`src/rtl/lpg_pkg.sv`:
```
`timescale 1ns / 1ps

package lpg_pkg;

    localparam int CFG_BITS       = 12;
    localparam int PIXEL_BITS     = 11;
    localparam int SLOT_BITS      = 4;
    localparam int PALETTE_SIZE   = 12;
    localparam int REG_INDEX_BITS = 1;

    localparam logic [CFG_BITS-1:0] FRAME_MAX    = 12'd2048;
    localparam logic [CFG_BITS-1:0] WIDTH_RESET  = 12'd1024;
    localparam logic [CFG_BITS-1:0] HEIGHT_RESET = 12'd768;

    typedef enum logic [REG_INDEX_BITS-1:0] {
        REG_FRAME_WIDTH  = 1'b0,
        REG_FRAME_HEIGHT = 1'b1
    } t_reg_index;

    typedef enum logic {
        KIND_START = 1'b0,
        KIND_STEP  = 1'b1
    } t_kind;

    typedef struct packed {
        logic [7:0] red;
        logic [7:0] green;
        logic [7:0] blue;
    } t_color;

    localparam t_color PALETTE [PALETTE_SIZE] = '{
        '{8'd255, 8'd0,   8'd0},   '{8'd255, 8'd100, 8'd0},
        '{8'd255, 8'd0,   8'd100}, '{8'd255, 8'd100, 8'd100},
        '{8'd0,   8'd255, 8'd0},   '{8'd100, 8'd255, 8'd0},
        '{8'd0,   8'd255, 8'd100}, '{8'd100, 8'd255, 8'd100},
        '{8'd0,   8'd0,   8'd255}, '{8'd100, 8'd0,   8'd255},
        '{8'd0,   8'd100, 8'd255}, '{8'd100, 8'd100, 8'd255}
    };

    // Width of a command word for a given coordinate width.
    function automatic int cmd_bits(input int coord_bits);
        return 6 * coord_bits + 16;
    endfunction

    // Width of a raw pixel word for a given coordinate width.
    function automatic int raw_bits(input int coord_bits);
        return 2 * coord_bits + SLOT_BITS + 1;
    endfunction

    // Index modulo 12 by a reciprocal multiply, exact for all 8-bit inputs.
    function automatic logic [SLOT_BITS-1:0] color_slot(input logic [7:0] idx);
        logic [15:0] prod;
        logic [4:0]  quot;
        logic [7:0]  rem;
        prod = 16'(idx) * 16'd171;
        quot = prod[15:11];
        rem  = idx - 8'(quot) * 8'd12;
        return rem[SLOT_BITS-1:0];
    endfunction

endpackage

```
`src/rtl/line_pixel_generator.sv`:
```
`timescale 1ns / 1ps
// Bresenham line pixel generator.
// Input words enter through push/full. A start word (kind 0) carries both endpoints and a
// palette index and yields the first pixel of the line; each step word (kind 1) yields the
// next pixel, or nothing when no line is in progress. A start word drops any line in flight.
// Pixels leave through empty/pop: the oldest pixel sits on the result ports while empty is
// low, clamped to the frame and colored from the 12-entry palette.
// Frame width and height are written through i_cfg_we/i_cfg_index/i_cfg_data; the user
// must write them only while idle, which the block does not enforce. An accepted word
// passes the command queue, then the result queue, to the ports. One word is taken per
// cycle while the result queue has room. A two-word command queue separates setup from
// stepping and a two-word result queue holds finished pixels, so a stalled receiver fills
// the result queue, then the command queue, and full rises; no word is lost or repeated.
// Reset clears both queues and the line state and sets the frame to 1024 by 768.
// Reset takes effect at a rising edge with i_rst_n low.

module line_pixel_generator #(
    parameter int COORD_BITS = 12
) (
    input  logic                                i_clk,
    input  logic                                i_rst_n,
    input  logic                                push,
    output logic                                full,
    input  logic                                i_kind,
    input  logic signed [COORD_BITS-1:0]        i_start_x,
    input  logic signed [COORD_BITS-1:0]        i_start_y,
    input  logic signed [COORD_BITS-1:0]        i_end_x,
    input  logic signed [COORD_BITS-1:0]        i_end_y,
    input  logic [7:0]                          i_color_index,
    output logic                                empty,
    input  logic                                pop,
    output logic [lpg_pkg::PIXEL_BITS-1:0]      o_pixel_x,
    output logic [lpg_pkg::PIXEL_BITS-1:0]      o_pixel_y,
    output logic [7:0]                          o_red,
    output logic [7:0]                          o_green,
    output logic [7:0]                          o_blue,
    output logic                                o_last_pixel,
    input  logic                                i_cfg_we,
    input  logic [lpg_pkg::REG_INDEX_BITS-1:0]  i_cfg_index,
    input  logic [lpg_pkg::CFG_BITS-1:0]        i_cfg_data
);

    import lpg_pkg::*;

    localparam int CMD_BITS = cmd_bits(COORD_BITS);
    localparam int RAW_BITS = raw_bits(COORD_BITS);

    logic [CMD_BITS-1:0] front_cmd;
    logic [CMD_BITS-1:0] queued_cmd;
    logic                cmd_empty;
    logic                cmd_pop;
    logic [RAW_BITS-1:0] back_raw;
    logic [RAW_BITS-1:0] out_raw;
    logic                out_full;
    logic                out_push;

    lpg_front #(.COORD_BITS(COORD_BITS)) u_front (
        .i_kind        (i_kind),
        .i_start_x     (i_start_x),
        .i_start_y     (i_start_y),
        .i_end_x       (i_end_x),
        .i_end_y       (i_end_y),
        .i_color_index (i_color_index),
        .o_cmd         (front_cmd)
    );

    lpg_queue #(.WIDTH(CMD_BITS), .DEPTH(2)) u_cmd_queue (
        .i_clk   (i_clk),
        .i_rst_n (i_rst_n),
        .i_push  (push),
        .i_data  (front_cmd),
        .o_full  (full),
        .i_pop   (cmd_pop),
        .o_data  (queued_cmd),
        .o_empty (cmd_empty)
    );

    lpg_back #(.COORD_BITS(COORD_BITS)) u_back (
        .i_clk       (i_clk),
        .i_rst_n     (i_rst_n),
        .i_cmd       (queued_cmd),
        .i_cmd_empty (cmd_empty),
        .o_cmd_pop   (cmd_pop),
        .i_out_full  (out_full),
        .o_out_push  (out_push),
        .o_out_data  (back_raw)
    );

    lpg_queue #(.WIDTH(RAW_BITS), .DEPTH(2)) u_out_queue (
        .i_clk   (i_clk),
        .i_rst_n (i_rst_n),
        .i_push  (out_push),
        .i_data  (back_raw),
        .o_full  (out_full),
        .i_pop   (pop),
        .o_data  (out_raw),
        .o_empty (empty)
    );

    lpg_format #(.COORD_BITS(COORD_BITS)) u_format (
        .i_clk        (i_clk),
        .i_rst_n      (i_rst_n),
        .i_cfg_we     (i_cfg_we),
        .i_cfg_index  (i_cfg_index),
        .i_cfg_data   (i_cfg_data),
        .i_raw        (out_raw),
        .o_pixel_x    (o_pixel_x),
        .o_pixel_y    (o_pixel_y),
        .o_red        (o_red),
        .o_green      (o_green),
        .o_blue       (o_blue),
        .o_last_pixel (o_last_pixel)
    );

endmodule

```
`src/rtl/lpg_queue.sv`:
```
`timescale 1ns / 1ps

module lpg_queue #(
    parameter int WIDTH = 8,
    parameter int DEPTH = 2
) (
    input  logic             i_clk,
    input  logic             i_rst_n,
    input  logic             i_push,
    input  logic [WIDTH-1:0] i_data,
    output logic             o_full,
    input  logic             i_pop,
    output logic [WIDTH-1:0] o_data,
    output logic             o_empty
);

    localparam int AW = (DEPTH > 1) ? $clog2(DEPTH) : 1;
    localparam int CW = $clog2(DEPTH + 1);

    logic [WIDTH-1:0] r_mem [DEPTH];
    logic [AW-1:0]    r_wr_ptr, n_wr_ptr;
    logic [AW-1:0]    r_rd_ptr, n_rd_ptr;
    logic [CW-1:0]    r_count, n_count;
    logic             do_push;
    logic             do_pop;

    assign o_full  = (r_count == CW'(DEPTH));
    assign o_empty = (r_count == '0);
    assign o_data  = r_mem[r_rd_ptr];
    assign do_push = i_push && !o_full;
    assign do_pop  = i_pop && !o_empty;

    always_comb begin
        n_wr_ptr = r_wr_ptr;
        n_rd_ptr = r_rd_ptr;
        n_count  = r_count;
        if (do_push) begin
            n_wr_ptr = (r_wr_ptr == AW'(DEPTH - 1)) ? '0 : r_wr_ptr + AW'(1);
        end
        if (do_pop) begin
            n_rd_ptr = (r_rd_ptr == AW'(DEPTH - 1)) ? '0 : r_rd_ptr + AW'(1);
        end
        if (do_push && !do_pop) begin
            n_count = r_count + CW'(1);
        end else if (do_pop && !do_push) begin
            n_count = r_count - CW'(1);
        end
    end

    always_ff @(posedge i_clk) begin
        if (!i_rst_n) begin
            r_wr_ptr <= '0;
            r_rd_ptr <= '0;
            r_count  <= '0;
        end else begin
            r_wr_ptr <= n_wr_ptr;
            r_rd_ptr <= n_rd_ptr;
            r_count  <= n_count;
        end
    end

    always_ff @(posedge i_clk) begin
        if (do_push) begin
            r_mem[r_wr_ptr] <= i_data;
        end
    end

endmodule

```
`src/rtl/lpg_front.sv`:
```
`timescale 1ns / 1ps

module lpg_front #(
    parameter int COORD_BITS = 12
) (
    input  logic                                        i_kind,
    input  logic signed [COORD_BITS-1:0]                i_start_x,
    input  logic signed [COORD_BITS-1:0]                i_start_y,
    input  logic signed [COORD_BITS-1:0]                i_end_x,
    input  logic signed [COORD_BITS-1:0]                i_end_y,
    input  logic [7:0]                                  i_color_index,
    output logic [lpg_pkg::cmd_bits(COORD_BITS)-1:0]    o_cmd
);

    import lpg_pkg::*;

    localparam int DW = COORD_BITS + 1;
    localparam int EW = COORD_BITS + 3;

    typedef struct packed {
        t_kind                         kind;
        logic                          x_major;
        logic                          minor_down;
        logic signed [COORD_BITS-1:0]  cur_x;
        logic signed [COORD_BITS-1:0]  cur_y;
        logic signed [COORD_BITS-1:0]  end_major;
        logic signed [EW-1:0]          err;
        logic signed [EW-1:0]          inc_straight;
        logic signed [EW-1:0]          inc_diagonal;
        logic [SLOT_BITS-1:0]          slot;
    } t_cmd;

    t_cmd                  cmd;
    logic signed [DW-1:0]  dx, dy, adx, ady;
    logic signed [EW-1:0]  adx_e, ady_e;
    logic                  same_sign;
    logic                  x_major;
    logic                  flip;

    always_comb begin
        dx        = DW'(i_end_x) - DW'(i_start_x);
        dy        = DW'(i_end_y) - DW'(i_start_y);
        adx       = dx[DW-1] ? -dx : dx;
        ady       = dy[DW-1] ? -dy : dy;
        adx_e     = EW'(adx);
        ady_e     = EW'(ady);
        same_sign = (dx[DW-1] && dy[DW-1])
                 || (!dx[DW-1] && (dx != '0) && !dy[DW-1] && (dy != '0));
        x_major   = (ady <= adx);
        flip      = x_major ? dx[DW-1] : dy[DW-1];

        cmd.kind       = t_kind'(i_kind);
        cmd.x_major    = x_major;
        cmd.minor_down = !same_sign;
        cmd.cur_x      = flip ? i_end_x : i_start_x;
        cmd.cur_y      = flip ? i_end_y : i_start_y;
        cmd.slot       = color_slot(i_color_index);
        if (x_major) begin
            cmd.err          = (ady_e <<< 1) - adx_e;
            cmd.inc_straight = ady_e <<< 1;
            cmd.inc_diagonal = (ady_e - adx_e) <<< 1;
            cmd.end_major    = flip ? i_start_x : i_end_x;
        end else begin
            cmd.err          = (adx_e <<< 1) - ady_e;
            cmd.inc_straight = adx_e <<< 1;
            cmd.inc_diagonal = (adx_e - ady_e) <<< 1;
            cmd.end_major    = flip ? i_start_y : i_end_y;
        end
    end

    assign o_cmd = cmd;

endmodule

```
`src/rtl/lpg_back.sv`:
```
`timescale 1ns / 1ps

module lpg_back #(
    parameter int COORD_BITS = 12
) (
    input  logic                                        i_clk,
    input  logic                                        i_rst_n,
    input  logic [lpg_pkg::cmd_bits(COORD_BITS)-1:0]    i_cmd,
    input  logic                                        i_cmd_empty,
    output logic                                        o_cmd_pop,
    input  logic                                        i_out_full,
    output logic                                        o_out_push,
    output logic [lpg_pkg::raw_bits(COORD_BITS)-1:0]    o_out_data
);

    import lpg_pkg::*;

    localparam int EW = COORD_BITS + 3;
    localparam logic signed [COORD_BITS-1:0] ONE = COORD_BITS'(1);

    typedef struct packed {
        t_kind                         kind;
        logic                          x_major;
        logic                          minor_down;
        logic signed [COORD_BITS-1:0]  cur_x;
        logic signed [COORD_BITS-1:0]  cur_y;
        logic signed [COORD_BITS-1:0]  end_major;
        logic signed [EW-1:0]          err;
        logic signed [EW-1:0]          inc_straight;
        logic signed [EW-1:0]          inc_diagonal;
        logic [SLOT_BITS-1:0]          slot;
    } t_cmd;

    typedef struct packed {
        logic signed [COORD_BITS-1:0]  x;
        logic signed [COORD_BITS-1:0]  y;
        logic [SLOT_BITS-1:0]          slot;
        logic                          last;
    } t_raw;

    t_cmd                          cmd;
    t_raw                          raw;
    logic                          take;
    logic                          emit;
    logic signed [COORD_BITS-1:0]  major;

    logic                          r_active, n_active;
    logic                          r_x_major, n_x_major;
    logic                          r_down, n_down;
    logic signed [COORD_BITS-1:0]  r_cur_x, n_cur_x;
    logic signed [COORD_BITS-1:0]  r_cur_y, n_cur_y;
    logic signed [COORD_BITS-1:0]  r_end_major, n_end_major;
    logic signed [EW-1:0]          r_err, n_err;
    logic signed [EW-1:0]          r_inc_s, n_inc_s;
    logic signed [EW-1:0]          r_inc_d, n_inc_d;
    logic [SLOT_BITS-1:0]          r_slot, n_slot;

    assign cmd  = t_cmd'(i_cmd);
    assign take = !i_cmd_empty && !i_out_full;

    always_comb begin
        n_x_major   = r_x_major;
        n_down      = r_down;
        n_cur_x     = r_cur_x;
        n_cur_y     = r_cur_y;
        n_end_major = r_end_major;
        n_err       = r_err;
        n_inc_s     = r_inc_s;
        n_inc_d     = r_inc_d;
        n_slot      = r_slot;
        emit        = 1'b0;
        if (cmd.kind == KIND_START) begin
            n_x_major   = cmd.x_major;
            n_down      = cmd.minor_down;
            n_cur_x     = cmd.cur_x;
            n_cur_y     = cmd.cur_y;
            n_end_major = cmd.end_major;
            n_err       = cmd.err;
            n_inc_s     = cmd.inc_straight;
            n_inc_d     = cmd.inc_diagonal;
            n_slot      = cmd.slot;
            emit        = 1'b1;
        end else if (r_active) begin
            emit = 1'b1;
            if (r_x_major) begin
                n_cur_x = r_cur_x + ONE;
                if (r_err[EW-1]) begin
                    n_err = r_err + r_inc_s;
                end else begin
                    n_cur_y = r_down ? r_cur_y - ONE : r_cur_y + ONE;
                    n_err   = r_err + r_inc_d;
                end
            end else begin
                n_cur_y = r_cur_y + ONE;
                if (r_err[EW-1] || (r_err == '0)) begin
                    n_err = r_err + r_inc_s;
                end else begin
                    n_cur_x = r_down ? r_cur_x - ONE : r_cur_x + ONE;
                    n_err   = r_err + r_inc_d;
                end
            end
        end
        major    = n_x_major ? n_cur_x : n_cur_y;
        n_active = emit ? (major < n_end_major) : r_active;
        raw.x    = n_cur_x;
        raw.y    = n_cur_y;
        raw.slot = n_slot;
        raw.last = !(major < n_end_major);
    end

    assign o_cmd_pop  = take;
    assign o_out_push = take && emit;
    assign o_out_data = raw;

    always_ff @(posedge i_clk) begin
        if (!i_rst_n) begin
            r_active <= 1'b0;
        end else if (take) begin
            r_active <= n_active;
        end
    end

    always_ff @(posedge i_clk) begin
        if (take) begin
            r_x_major   <= n_x_major;
            r_down      <= n_down;
            r_cur_x     <= n_cur_x;
            r_cur_y     <= n_cur_y;
            r_end_major <= n_end_major;
            r_err       <= n_err;
            r_inc_s     <= n_inc_s;
            r_inc_d     <= n_inc_d;
            r_slot      <= n_slot;
        end
    end

endmodule

```
`src/rtl/lpg_format.sv`:
```
`timescale 1ns / 1ps

module lpg_format #(
    parameter int COORD_BITS = 12
) (
    input  logic                                        i_clk,
    input  logic                                        i_rst_n,
    input  logic                                        i_cfg_we,
    input  logic [lpg_pkg::REG_INDEX_BITS-1:0]          i_cfg_index,
    input  logic [lpg_pkg::CFG_BITS-1:0]                i_cfg_data,
    input  logic [lpg_pkg::raw_bits(COORD_BITS)-1:0]    i_raw,
    output logic [lpg_pkg::PIXEL_BITS-1:0]              o_pixel_x,
    output logic [lpg_pkg::PIXEL_BITS-1:0]              o_pixel_y,
    output logic [7:0]                                  o_red,
    output logic [7:0]                                  o_green,
    output logic [7:0]                                  o_blue,
    output logic                                        o_last_pixel
);

    import lpg_pkg::*;

    localparam int KW = ((COORD_BITS > CFG_BITS) ? COORD_BITS : CFG_BITS) + 1;

    typedef struct packed {
        logic signed [COORD_BITS-1:0]  x;
        logic signed [COORD_BITS-1:0]  y;
        logic [SLOT_BITS-1:0]          slot;
        logic                          last;
    } t_raw;

    t_raw                  raw;
    t_color                color;
    logic [CFG_BITS-1:0]   r_width, n_width;
    logic [CFG_BITS-1:0]   r_height, n_height;

    // Negative coordinates and an empty frame give zero; sizes above the maximum saturate.
    function automatic logic [PIXEL_BITS-1:0] clamp(
        input logic signed [COORD_BITS-1:0] v,
        input logic [CFG_BITS-1:0]          size
    );
        logic [CFG_BITS-1:0] eff;
        logic [KW-1:0]       mag;
        logic [KW-1:0]       lim;
        logic [KW-1:0]       res;
        eff = (size > FRAME_MAX) ? FRAME_MAX : size;
        mag = KW'(unsigned'(v));
        lim = KW'(eff);
        if (v[COORD_BITS-1] || (eff == '0)) begin
            res = '0;
        end else if (mag >= lim) begin
            res = lim - KW'(1);
        end else begin
            res = mag;
        end
        return res[PIXEL_BITS-1:0];
    endfunction

    always_comb begin
        n_width  = r_width;
        n_height = r_height;
        if (i_cfg_we) begin
            unique case (t_reg_index'(i_cfg_index))
                REG_FRAME_WIDTH:  n_width  = i_cfg_data;
                REG_FRAME_HEIGHT: n_height = i_cfg_data;
            endcase
        end
    end

    always_ff @(posedge i_clk) begin
        if (!i_rst_n) begin
            r_width  <= WIDTH_RESET;
            r_height <= HEIGHT_RESET;
        end else begin
            r_width  <= n_width;
            r_height <= n_height;
        end
    end

    assign raw          = t_raw'(i_raw);
    assign color        = PALETTE[raw.slot];
    assign o_pixel_x    = clamp(raw.x, r_width);
    assign o_pixel_y    = clamp(raw.y, r_height);
    assign o_red        = color.red;
    assign o_green      = color.green;
    assign o_blue       = color.blue;
    assign o_last_pixel = raw.last;

endmodule

```
`config.mk`:
```
export PLATFORM = sky130hd
export DESIGN_NAME = line_pixel_generator
export DESIGN_NICKNAME = d
export VERILOG_FILES = /design/src/rtl/lpg_pkg.sv /design/src/rtl/line_pixel_generator.sv /design/src/rtl/lpg_queue.sv /design/src/rtl/lpg_front.sv /design/src/rtl/lpg_back.sv /design/src/rtl/lpg_format.sv
export SDC_FILE = /design/constraint.sdc
export NUM_CORES = 1
export LEC_CHECK = 0
export CAP_MARGIN = 20
export CORE_MARGIN = 1.5
export CORE_UTILIZATION = 70
export DETAILED_ROUTE_END_ITERATION = 7
export DONT_BUFFER_PORTS = 1
export GPL_TIMING_DRIVEN = 0
export PLACE_DENSITY = 0.9
export SYNTH_ARGS = -nofsm -noshare
export SYNTH_HDL_FRONTEND = slang
export SYNTH_SLANG_ARGS = --single-unit
```
`constraint.sdc`:
```
create_clock -name i_clk -period 10.5 [get_ports i_clk]
set_clock_uncertainty 0.1 [all_clocks]
set_input_delay 0.525 -clock i_clk [delete_from_list [all_inputs] [get_ports i_clk]]
set_output_delay 0.525 -clock i_clk [all_outputs]
set_load 0.02 [all_outputs]
```
==> out/metrics.csv <==
stage;metric;value;unit
layout;layout-drive-gt1-share;9.27;%
placement;port_buffers;0;
global_routing;grt_usage;33.8;%
cts;cts_hold_repair.buffers;4;
global_routing;grt_max_degree;70;
die;die_area;0.0336;mm^2
die;num_rows;65;
synth;yosys_most_used_dff;edfxtp_1;
critical_path;critPathLaunchType;input pin;
sta;slew_viol_final;0;
die;floorplan.initialDensity;71.6;%
sta;tightest_slew;1.03;ns
cts;cts_tree;done;
synth;yosysTopAreaCell;edfxtp_1;
die;core-area;0.0318;mm^2
cts;htree_levels;1;
drt;wl_per_cell;21.2;um
placement;globalplace.congestion;0.995;
die;ios;124;
critical_path;r2r-start;u_back.r_err[2];
drt;num_vias;17200;
pwr;p_leak;9.57;nW
placement;dpl.hpwl;43.1;mm
synth;syn_avg_cell_area;10.4;um^2
cts;numCtsBuffers;31;
critical_path;cpPeakStageDelay;0.52;ns
sta;setup_viol;0;
drt;ant_nets;0;
sta;fmax;0.139;GHz
global_routing;grt_pass1_vias;16900;
synth;yosysSeqAreaShare;44.2;%
synth;yosys_warnings;0;
die;die_h;183;um
synth;synth.ff_latch_count;347;
synth;async_reset_ff_share;0;%
global_routing;grt_pass1_wl;88.5;mm
critical_path;required;10.60;ns
critical_path;critPathKind;in2reg;
cts;cts_buffer_depth;3;
drt;route.detailed.drc;0;
layout;fin_nets;2487;
drt;wl;56.9;mm
worst_hold_path;hp-start;i_cfg_data[9];
critical_path;worstSetupStartpoint;i_end_x[0];
synth;synth_common_cells;edfxtp_1 (312), nor2_1 (192), nand2_1 (183);
synth;syn_area;0.0228;mm^2
cts;clock-root-buffer;clkbuf_16;
sta;fin_tns_setup;0;ns
global_routing;gr-total-overflow;0;
synth;synth_cells;2179;
sta;period_share;68.6;%
sta;rsz0062_at_grt;false;
cts;cts_setup_buffers;0;
critical_path;crit_fanout;10;
critical_path;cp_slowest_cell;a221oi_1;
layout;fin_util;76.9;%
synth;synthTopCellsByArea;edfxtp_1 (41%), ha_1 (9.3%), mux2i_1 (4.0%);
layout;n_antenna_cell;0;
cts;clock_latency;0.55;ns
synth;synth_nets;2442;
worst_hold_path;hp-class;in2reg;
drt;drt_first_pass_iters;6;
synth;synth_cell_types;91;
critical_path;cp.arrival;7.30;ns
outcome;status;finished, final reports clean;
sta;hold_viol;0;
sta;period_minus_slack;7.20;ns
global_routing;antenna_found_initial;0;
synth;netlist.area_leader.share;41.2;%
pwr;ir_drop;0.194;mV
layout;area_growth;7.44;%
synth;yosysMostFrequentCell;edfxtp_1;
cts;cts.sinks;347;
sta;max-slew-margin-rel;31.3;%
pwr;p_per_area;332;mW/mm^2
drt;drt_iter0_drc;1702;
drt;viasPerCell;6.41;
die;fp.dieW;183;um
run;maxCapViolCount;0;
cts;path_clk_slew;0.07;ns
critical_path;end_kind;flip-flop;
cts;cts_resized;0;
synth;synth_enable_flop_cells;312;
-- layout by cell type (no fill, tap or decap), types with 7 or more instances in the layout --
master	Yosys	routed
a21o_1	50	50
ha_1	169	169
fa_1	19	19
a211oi_1	20	20
o22ai_1	13	13
nor2_1	192	190
nand2b_1	26	26
xor2_1	45	45
clkbuf_16	0	31
a21oi_1	141	141
nand3_1	24	24
and3_1	17	16
nand4_1	17	17
and2_1	15	15
nor3b_1	7	7
o221ai_1	7	7
inv_1	151	150
mux2_2	71	71
o21bai_1	10	10
dfxtp_1	35	35
clkbuf_1	60	65
buf_1	10	10
o21ai_0	103	103
edfxtp_1	312	312
nor2b_1	25	25
mux2i_1	90	90
nand2_1	183	183
buf_4	19	20
mux2_4	18	18
a31oi_1	14	14
a41oi_1	7	7
nor4_1	13	13
o21a_1	18	18
a21boi_0	28	28
nor3_1	29	28
buf_2	9	9
or3_1	12	12
xnor2_1	90	90
-- cells by family (layout without fill, tap and decap cells) --
logic type / Yosys count / count (layout) / share of synthesized area, %
AND/OR/NAND/NOR: 584 / 584 / 12.0
AO/OA/AOI/OAI: 482 / 482 / 13.8
multiplexers: 179 / 179 / 8.66
flip-flops: 347 / 347 / 44.2
adder cells (fa/ha/maj): 192 / 192 / 11.1
buffers and inverters: 257 / 321 / 4.71
XOR/XNOR: 138 / 138 / 5.46
-- worst max-delay path: cells and delay by family --
kind | cells | cell delay (ns)
AOI/OAI and AO/OA | 12 | 3.49
buffers and inverters | 7 | 1.53
adders and majority gates | 3 | 0.89
xor gates and xnor gates | 1 | 0.43
and+or+nand+nor | 3 | 0.41
-- routing by layer --
metal  GRT usage [%]  up-vias  wire, um
met5               0        -         0
met2            56.2     1012     26400
li1                -     7949         -
met1            43.4     8020     22100
met3            5.76      178      5680
met4            15.7        0      2740
-- where the power goes --
part | switching (W) | internal (W)
Clock | 0.000474 | 0.000586
Combinational | 0.00282 | 0.00169
Sequential | 0.000218 | 0.00234
-- flip-flops by register name, summed over array words and instances, names as in the netlist, named ones only --
signal / cells
u_cmd_queue.r_mem: 170
u_out_queue.r_mem: 58
u_back.r_err: 15
u_back.r_inc_d: 14
u_back.r_inc_s: 13
u_back.r_cur_x: 12
u_back.r_cur_y: 12
u_back.r_end_major: 12
u_format.r_height: 12
u_format.r_width: 12
u_back.r_slot: 4
u_cmd_queue.r_count: 2
u_out_queue.r_count: 2
u_back.r_active: 1
u_back.r_down: 1
u_back.r_x_major: 1
u_cmd_queue.r_rd_ptr: 1
u_cmd_queue.r_wr_ptr: 1
u_out_queue.r_rd_ptr: 1
u_out_queue.r_wr_ptr: 1
-- layout make-up --
class                   count  area [um^2]
multi-input cells        1575        11600
flip-flops and latches    347        10100
fillers                  2046         7350
clock buffers              36          795
inverters                 156          588
well taps                 435          544
plain buffers             101          484
repair buffers             12          193
clock inverters            16          135
-- through the flow --
| step | area [um^2] | instances | hold WS (ns) | power (W) | worst slack (ns) |
|---|---|---|---|---|---|
| floorplan | 22800 | 2179 | 0.339 | 0.00575 | 4.41 |
| global placement | 23300 | 2614 | 0.353 | 0.00667 | 2.82 |
| detailed placement | 23500 | 2622 | 0.354 | 0.00691 | 2.94 |
| CTS | 24500 | 2678 | 0.000925 | 0.00802 | 3.44 |
| global route | 24500 | 2678 | 0.00940 | 0.00858 | 2.95 |
| finish | 24500 | 2678 | 0.00769 | 0.00813 | 3.30 |
-- final timing paths --
kind | to | slack [ns] | cells after the start
max reg2reg | u_out_queue.r_mem[0][0] | 5.46 | 17
min | u_format.r_height[9] | 0.008 | 2
min reg2reg | u_format.r_height[5] | 0.36 | 2
max | u_cmd_queue.r_mem[0][36] | 3.30 | 26
Note: power is estimated with default switching activity, not from simulation.
